## config.mk

```make
export PLATFORM = sky130hd
export DESIGN_NAME = hjbt_ctrl
export DESIGN_NICKNAME = d
export VERILOG_FILES = /design/src/hjbt_pkg.sv /design/src/hjbt_match.sv /design/src/hjbt_ctrl.sv
export SDC_FILE = /design/constraint.sdc
export NUM_CORES = 1
export LEC_CHECK = 0
export BUFFER_PORTS_ARGS = -buffer_cell sky130_fd_sc_hd__buf_2
export CORE_MARGIN = 4
export CORE_UTILIZATION = 48
export CTS_CLUSTER_DIAMETER = 40
export DETAILED_ROUTE_END_ITERATION = 7
export GPL_TIMING_DRIVEN = 0
export PLACE_DENSITY = 0.88
export SETUP_SLACK_MARGIN = 0.2
export SYNTH_ARGS = -nofsm -noshare
export SYNTH_HDL_FRONTEND = slang
export SYNTH_SLANG_ARGS = --single-unit
```

## constraint.sdc

```tcl
create_clock -name clock -period 2.4 [get_ports clock]
set_input_delay 0 -clock clock [delete_from_list [all_inputs] [get_ports clock]]
set_output_delay 0 -clock clock [all_outputs]
set_load 0.02 [all_outputs]
```

## src/hjbt_pkg.sv

```systemverilog
package hjbt_pkg;

   // Default sizes of the table.
   localparam int NUM_BUCKETS_DEF      = 1024;
   localparam int SLOTS_PER_BUCKET_DEF = 8;
   localparam int KEY_WIDTH_DEF        = 32;

   // Fixed widths of the item fields and the configuration register.
   localparam int KEY_FIELD_W = 32;
   localparam int COUNT_W     = 4;
   localparam int CSR_W       = 4;

   // Bucket bits: reset value and the largest value the register may select.
   localparam logic [CSR_W-1:0] BUCKET_BITS_RESET = 4'd10;
   localparam int               MAX_BUCKET_BITS   = 10;

   // The match count saturates here.
   localparam logic [COUNT_W-1:0] COUNT_MAX = 4'd15;

   // Operation codes.
   localparam logic OP_INSERT = 1'b0;
   localparam logic OP_PROBE  = 1'b1;

   // Result status codes.
   localparam logic STATUS_DONE    = 1'b0;
   localparam logic STATUS_DROPPED = 1'b1;

   // One input item.
   typedef struct packed {
      logic                   operation;
      logic [KEY_FIELD_W-1:0] key;
   } req_type;

   // One result item.
   typedef struct packed {
      logic [COUNT_W-1:0] match_count;
      logic               status;
   } rsp_type;

endpackage

```

## src/hjbt_match.sv

```systemverilog
module hjbt_match #(
   parameter int KW = 32
) (
   input  logic                              clock,
   input  logic                              clear,
   input  logic                              valid,
   input  logic [KW-1:0]                     stored_key,
   input  logic [KW-1:0]                     probe_key,
   output logic [hjbt_pkg::COUNT_W-1:0]      count
);

   logic [hjbt_pkg::COUNT_W-1:0] count_ff;
   logic [hjbt_pkg::COUNT_W-1:0] count_in;

   // Shared comparator: one stored key per cycle, counting up to saturation.
   always_comb begin
      count_in = count_ff;
      if (clear) begin
         count_in = '0;
      end else if (valid && (stored_key == probe_key) && (count_ff != hjbt_pkg::COUNT_MAX)) begin
         count_in = count_ff + 1'b1;
      end
   end

   always_ff @(posedge clock) begin
      count_ff <= count_in;
   end

   assign count = count_ff;

endmodule

```

## src/hjbt_ctrl.sv

```systemverilog
module hjbt_ctrl #(
   parameter int NUM_BUCKETS      = hjbt_pkg::NUM_BUCKETS_DEF,
   parameter int SLOTS_PER_BUCKET = hjbt_pkg::SLOTS_PER_BUCKET_DEF,
   parameter int KEY_WIDTH        = hjbt_pkg::KEY_WIDTH_DEF,
   localparam int SKW   = (KEY_WIDTH < hjbt_pkg::KEY_FIELD_W) ? KEY_WIDTH
                                                               : hjbt_pkg::KEY_FIELD_W,
   localparam int BW    = (NUM_BUCKETS > 1) ? $clog2(NUM_BUCKETS) : 1,
   localparam int FW    = $clog2(SLOTS_PER_BUCKET + 1),
   localparam int DEPTH = NUM_BUCKETS * SLOTS_PER_BUCKET,
   localparam int AW    = (DEPTH > 1) ? $clog2(DEPTH) : 1
) (
   input  logic                          clock,
   input  logic                          reset,
   input  logic                          start,
   output logic                          busy,
   input  hjbt_pkg::req_type             req_data,
   output logic                          rsp_strobe,
   output hjbt_pkg::rsp_type             rsp_data,
   input  logic [hjbt_pkg::CSR_W-1:0]    bucket_bits,
   output logic                          fill_we,
   output logic [BW-1:0]                 fill_waddr,
   output logic [FW-1:0]                 fill_wdata,
   output logic [BW-1:0]                 fill_raddr,
   input  logic [FW-1:0]                 fill_rdata,
   output logic                          key_we,
   output logic [AW-1:0]                 key_waddr,
   output logic [SKW-1:0]                key_wdata,
   output logic [AW-1:0]                 key_raddr,
   input  logic [SKW-1:0]                key_rdata
);

   // Largest usable bucket bits: floor(log2(NUM_BUCKETS)), capped by the register range.
   localparam int LOG_FLOOR = $clog2(NUM_BUCKETS + 1) - 1;
   localparam int LIMIT     = (LOG_FLOOR > hjbt_pkg::MAX_BUCKET_BITS) ? hjbt_pkg::MAX_BUCKET_BITS
                                                                      : LOG_FLOOR;

   localparam logic [2:0] ST_CLEAR  = 3'd0;
   localparam logic [2:0] ST_IDLE   = 3'd1;
   localparam logic [2:0] ST_FILL   = 3'd2;
   localparam logic [2:0] ST_INSERT = 3'd3;
   localparam logic [2:0] ST_PROBE  = 3'd4;

   logic [2:0]              state_ff, state_in;
   logic [BW-1:0]           clr_ff, clr_in;
   logic                    op_ff, op_in;
   logic [SKW-1:0]          key_ff, key_in;
   logic [BW-1:0]           bucket_ff, bucket_in;
   logic [FW-1:0]           fill_ff, fill_in;
   logic [AW-1:0]           base_ff, base_in;
   logic [FW-1:0]           slot_ff, slot_in;
   logic                    pend_ff, pend_in;
   logic                    rsp_strobe_ff, rsp_strobe_in;
   hjbt_pkg::rsp_type       rsp_ff, rsp_in;

   logic [hjbt_pkg::CSR_W-1:0] bits_eff;
   logic [SKW-1:0]             req_key;
   logic [hjbt_pkg::KEY_FIELD_W-1:0] req_key_ext;
   logic [BW-1:0]              req_bucket;
   logic                       accept;
   logic                       issue;
   logic                       match_clear;
   logic [hjbt_pkg::COUNT_W-1:0] match_count;

   // Bucket index of the offered item: the low bits of the key under the saturated width.
   always_comb begin
      bits_eff    = (bucket_bits > hjbt_pkg::CSR_W'(LIMIT)) ? hjbt_pkg::CSR_W'(LIMIT)
                                                            : bucket_bits;
      req_key     = req_data.key[SKW-1:0];
      req_key_ext = hjbt_pkg::KEY_FIELD_W'(req_key);
      req_bucket  = req_key_ext[BW-1:0] & ~({BW{1'b1}} << bits_eff);
   end

   assign busy   = (state_ff != ST_IDLE);
   assign accept = start && !busy;
   assign issue  = (state_ff == ST_PROBE) && (slot_ff < fill_ff);

   // The fill count of the offered bucket is fetched while idle.
   assign fill_raddr = req_bucket;
   assign key_raddr  = base_ff + AW'(slot_ff);
   assign key_waddr  = base_ff + AW'(fill_ff);
   assign key_wdata  = key_ff;

   // Sequencer.
   always_comb begin
      state_in      = state_ff;
      clr_in        = clr_ff;
      op_in         = op_ff;
      key_in        = key_ff;
      bucket_in     = bucket_ff;
      fill_in       = fill_ff;
      base_in       = base_ff;
      slot_in       = slot_ff;
      pend_in       = 1'b0;
      rsp_strobe_in = 1'b0;
      rsp_in        = rsp_ff;
      match_clear   = 1'b0;
      fill_we       = 1'b0;
      fill_waddr    = bucket_ff;
      fill_wdata    = fill_ff + 1'b1;
      key_we        = 1'b0;
      case (state_ff)
         ST_CLEAR: begin
            fill_we    = 1'b1;
            fill_waddr = clr_ff;
            fill_wdata = '0;
            clr_in     = clr_ff + 1'b1;
            if (clr_ff == BW'(NUM_BUCKETS - 1)) begin
               state_in = ST_IDLE;
            end
         end
         ST_IDLE: begin
            if (accept) begin
               op_in     = req_data.operation;
               key_in    = req_key;
               bucket_in = req_bucket;
               state_in  = ST_FILL;
            end
         end
         ST_FILL: begin
            fill_in     = fill_rdata;
            base_in     = AW'(AW'(bucket_ff) * AW'(SLOTS_PER_BUCKET));
            slot_in     = '0;
            match_clear = 1'b1;
            state_in    = (op_ff == hjbt_pkg::OP_PROBE) ? ST_PROBE : ST_INSERT;
         end
         ST_INSERT: begin
            rsp_strobe_in      = 1'b1;
            rsp_in.match_count = '0;
            if (fill_ff >= FW'(SLOTS_PER_BUCKET)) begin
               rsp_in.status = hjbt_pkg::STATUS_DROPPED;
            end else begin
               rsp_in.status = hjbt_pkg::STATUS_DONE;
               key_we        = 1'b1;
               fill_we       = 1'b1;
            end
            state_in = ST_IDLE;
         end
         ST_PROBE: begin
            // One slot read issued per cycle; its key is compared in the next cycle.
            if (issue) begin
               slot_in = slot_ff + 1'b1;
               pend_in = 1'b1;
            end else if (!pend_ff) begin
               rsp_strobe_in      = 1'b1;
               rsp_in.match_count = match_count;
               rsp_in.status      = hjbt_pkg::STATUS_DONE;
               state_in           = ST_IDLE;
            end
         end
         default: begin
            state_in = ST_IDLE;
         end
      endcase
   end

   always_ff @(posedge clock) begin
      if (reset) begin
         state_ff      <= ST_CLEAR;
         clr_ff        <= '0;
         pend_ff       <= 1'b0;
         rsp_strobe_ff <= 1'b0;
      end else begin
         state_ff      <= state_in;
         clr_ff        <= clr_in;
         pend_ff       <= pend_in;
         rsp_strobe_ff <= rsp_strobe_in;
      end
   end

   always_ff @(posedge clock) begin
      op_ff     <= op_in;
      key_ff    <= key_in;
      bucket_ff <= bucket_in;
      fill_ff   <= fill_in;
      base_ff   <= base_in;
      slot_ff   <= slot_in;
      rsp_ff    <= rsp_in;
   end

   hjbt_match #(
      .KW(SKW)
   ) u_match (
      .clock      (clock),
      .clear      (match_clear),
      .valid      (pend_ff),
      .stored_key (key_rdata),
      .probe_key  (key_ff),
      .count      (match_count)
   );

   assign rsp_strobe = rsp_strobe_ff;
   assign rsp_data   = rsp_ff;

   // A result only follows the insert step or the end of a probe.
   a_rsp_source: assert property (@(posedge clock) disable iff (reset)
      rsp_strobe_ff |-> ($past(state_ff) == ST_INSERT || $past(state_ff) == ST_PROBE))
      else $error("result strobe without a finishing step");

   // A key is only ever written into a bucket that still has room.
   a_key_write: assert property (@(posedge clock) disable iff (reset)
      key_we |-> (state_ff == ST_INSERT && fill_ff < FW'(SLOTS_PER_BUCKET)))
      else $error("key written into a full bucket");

   // The probe never reads past the bucket's fill.
   a_probe_bound: assert property (@(posedge clock) disable iff (reset)
      (state_ff == ST_PROBE) |-> (slot_ff <= fill_ff))
      else $error("probe slot beyond bucket fill");

   // An accepted item always moves on to fetch its fill count.
   a_accept: assert property (@(posedge clock) disable iff (reset)
      accept |=> (state_ff == ST_FILL))
      else $error("accepted item did not start");

endmodule

```

==> results.txt <==
The flow ran to the end, and the final reports show no timing, DRC or antenna violations. The amount of wire on met3 after detailed routing came out at 1.07 mm. Summing over every cut layer, the via total after detailed routing is between 3000 and 4000. The arrival time at the worst endpoint is about 2000 ps. Among all flip-flop cells after synthesis, the most frequent one is sky130_fd_sc_hd__edfxtp_1.

For this configuration, the core starts out at a cell density of approximately 50%. For this run, asynchronously set or reset flops after synthesis account for 0%. The wire length reported by the detailed router came out at 12.1 mm. The count of standard-cell rows came out at 33. In this run the vertical extent of the chip is between 100 and 150 um. The setup path with the least slack is of type flip-flop to flip-flop. On the critical path the largest part of the delay comes from compound AO/OA/AOI/OAI gates.

The floorplan step defined a core boundary enclosing 8220 um^2. The worst slew margin relative to its limit came out at roughly 51%. The required time at the worst-slack endpoint came out at 2390 ps. The share of post-route cells with drive strength above 1 came out at about a third. After detailed routing, the average wire length per cell comes to between 15 and 20 um. The number of violations reported at the end of detailed-routing iteration 0 came out at between 150 and 200.

The power per standard cell area is 510 nW/um^2. The growth of design area from synthesis to finish is 38.6%. The die covers approximately 10000 um^2. The count of boundary I/O pins is roughly 170. In this run, distinct cell masters in the synthesized netlist total 47. The number of nets handed over by synthesis was approximately 440. The number of maximum-capacitance constraint violations is 0. The buffers plus inverters on the worst setup path is 1. The final count of negative-setup-slack endpoints came out at 0. Signal routing reaches up to met4. The setup slack after placement came out at -54.9 ps. The final core area utilization came out at between 60% and 70%. For this run, the slowest stage of the critical path takes a little under 600 ps. The global-route wire length before repair is 18.9 mm. The final-layout worst hold slack is ~45 ps. The first detailed-routing pass took 4 iterations. After the flow finishes, the layout carries non-filler instances totaling between 600 and 700. The via density per instance is approximately 5.2. The worst setup path is captured at a flip-flop. The final weighted congestion in routability-driven placement is between 0.8 and 0.9. The total global routing overflow is 0. The horizontal extent of the die is between 100 and 150 um. The leakage component of the power came out at 2.42 nW. The synthesis warning total is 0. The post-route clock period utilization is a little over four fifths. The DRC violation count after routing is 0. Once detailed placement completed, the half-perimeter wirelength came to a little over 8 mm. On the final layout, the worst clock skew is ~18 ps. TritonCTS built the clock tree. Global routing used approximately a quarter of the available tracks across all layers. The pin slew with the least headroom to its limit came out at 725 ps.

The number of placed instances with taps included came out at around 620. The cell at the root of the clock tree is sky130_fd_sc_hd__clkbuf_8. The number of buffers inserted during clock tree synthesis came out at 9. The number of nets with antenna violations after detailed routing is 0.

The count of flip-flops with a built-in enable after synthesis is 66. Registers take 2360 um^2. Entering global routing, the biggest net connects 44 pins. The achievable frequency came out at approximately 0.49 GHz. VDD sags by at most 0.495 mV.

Setup repair after global routing left no endpoint under its margin. The post-place instance area is between 5000 and 6000 um^2. In the final layout, the multi-input gates occupy 1610 um^2. The count of buffers added by post-CTS timing repair for setup came out at 0. After the last flow step, the layout net total stands at approximately 650. The clock-pin slew on the worst setup and hold paths came out at 90 ps. The number of hold violations in the final report came to 0. The maximum clock path buffer count is 2. Walking the worst path, the cells encountered are inv_1 > ha_1 > o21a_1 > nor2_1 > o41ai_2. The antenna diode count is 0. The share of the yosys chip area belonging to registers came out at roughly three fifths. In the layout the commonest cells are 164 x sky130_fd_sc_hd__buf_2, 66 x sky130_fd_sc_hd__edfxtp_1, 53 x sky130_fd_sc_hd__nand2_1, 38 x sky130_fd_sc_hd__dlygate4sd3_1, 35 x sky130_fd_sc_hd__xnor2_1. The worst hold path belongs to the class primary input to flip-flop.

The cell count after synthesis is between 300 and 400. Leaving out fill and tap cells, the most frequent cell in the layout is sky130_fd_sc_hd__buf_2. The synthesized area is ~4100 um^2. The later-pin clock latency in the skew report is between 300 and 400 ps. The detailed route wirelength on metal2 came out at about 6.4 mm. The initial antenna violation count came out at 0. The cell at the slowest stage of the critical path is sky130_fd_sc_hd__o41ai_2.

After routing the design area is between 5000 and 6000 um^2. Of all nets on the critical path, the largest fanout is 6. The via count of the first global-routing pass is ~3700. The number of clock sinks came out at 85. The final setup slack of the worst path came out at 376 ps. The routed length on met1 came out at approximately 4.2 mm. The number of levels in the clock H-tree is 3. The final number of max-transition violations is 0. The count of filler cells inserted in the layout is 575.

The final period demand of the worst path came out at a little over 2000 ps. The number of flip-flops and latches in the synthesized netlist came out at 85. During placement, the flow inserted port buffers numbering around 160. STA classifies the critical path startpoint as a flip-flop. Averaged over all synthesized cells, the footprint is 11.7 um^2.
## cell usage after synthesis (2+ instances only)
cell | number | share of area (%)
sky130_fd_sc_hd__a21oi_1 | 3 | 0.37
sky130_fd_sc_hd__edfxtp_1 | 66 | 49
sky130_fd_sc_hd__o21a_1 | 4 | 0.74
sky130_fd_sc_hd__dfxtp_1 | 19 | 9.3
sky130_fd_sc_hd__inv_1 | 8 | 0.74
sky130_fd_sc_hd__xor2_1 | 25 | 5.4
sky130_fd_sc_hd__nor2_1 | 29 | 2.7
sky130_fd_sc_hd__nor4_1 | 3 | 0.46
sky130_fd_sc_hd__ha_1 | 12 | 3.7
sky130_fd_sc_hd__buf_4 | 6 | 1.1
sky130_fd_sc_hd__o21ai_1 | 2 | 0.25
sky130_fd_sc_hd__nand2b_1 | 4 | 0.61
sky130_fd_sc_hd__nor2b_1 | 5 | 0.77
sky130_fd_sc_hd__and3_1 | 7 | 1.1
sky130_fd_sc_hd__clkbuf_1 | 9 | 0.83
sky130_fd_sc_hd__nand3_1 | 11 | 1.4
sky130_fd_sc_hd__nand2_1 | 53 | 4.9
sky130_fd_sc_hd__and2_1 | 5 | 0.77
sky130_fd_sc_hd__and4_1 | 3 | 0.65
sky130_fd_sc_hd__nand4_1 | 8 | 1.2
sky130_fd_sc_hd__nor3_1 | 2 | 0.25
sky130_fd_sc_hd__mux2i_1 | 4 | 0.98
sky130_fd_sc_hd__xnor2_1 | 35 | 7.5
## final cells by class
type / instances / share of cell area [%]
flip-flops and latches: 85 / 41.9
multi-input cells: 237 / 28.5
repair buffers: 202 / 21.6
well taps: 105 / 2.33
clock buffers: 9 / 2.20
plain buffers: 17 / 1.60
clock inverters: 7 / 1.33
inverters: 8 / 0.533
## registers in the layout, summed over array words and instances, names as in the netlist
register / flops
rsp_data: 5
u_match.count: 4
op_ff: 1
state_ff: 3
bucket_ff: 10
rsp_strobe: 1
key_wdata: 32
fill_ff: 4
slot_ff: 4
base_ff: 10
clr_ff: 10
pend_ff: 1
## per-stage QoR
| step | power, mW | TNS (ps) |
|---|---|---|
| final | 2.88 | 0 |
| after global routing | 2.96 | 0 |
| after floorplan | 1.71 | 0 |
| after global placement | 1.80 | -8280 |
| after detailed placement | 1.81 | -274 |
| after CTS | 2.87 | 0 |
## power breakdown
part	total (mW)	leakage [nW]	internal, mW	switching (mW)
logic	0.247	1.57	0.130	0.118
clock network	1.04	0.0918	0.484	0.552
registers	1.59	0.749	1.58	0.00993
## final timing paths
kind	from	end	slack (ps)	depth (start not counted)
worst min-delay path	start	state_ff[0]	40	4
worst max-delay path	fill_ff[3]	rsp_data[4]	380	5
worst min register to register	bucket_ff[0]	base_ff[3]	470	0
worst max register to register	fill_ff[3]	rsp_data[4]	380	5
## routing by layer
| layer | global-route usage, % | vias up |
|---|---|---|
| li1 | - | 1637 |
| met1 | 26.3 | 1615 |
| met2 | 45.5 | 198 |
| met3 | 6.60 | 30 |
| met4 | 11.0 | 0 |
| met5 | 0 | - |
## logic make-up (layout without fill, tap and decap cells)
logic type	Yosys count	after routing	synth area share, %
buffers and inverters	25	243	2.89
adder cells (fa/ha/maj)	12	12	3.69
AND/OR/NAND/NOR	139	139	17.3
AO/OA/AOI/OAI	22	22	4.21
multiplexers	4	4	0.984
XOR/XNOR	60	60	12.9
flip-flops	85	85	58.1
## worst min-delay path: stages
cell and delay [ps]:
sky130_fd_sc_hd__buf_2 90, sky130_fd_sc_hd__nor2b_1 60, sky130_fd_sc_hd__a41oi_1 170, sky130_fd_sc_hd__nor2_1 50
## what timing repair did
item / in CTS / in global routing
hold endpoints to repair: 45 / 0
hold buffers: 38 / 0
resized for setup: 1 / 5
setup endpoints to repair: 6 / 12
(Power assumes the default switching activity.)
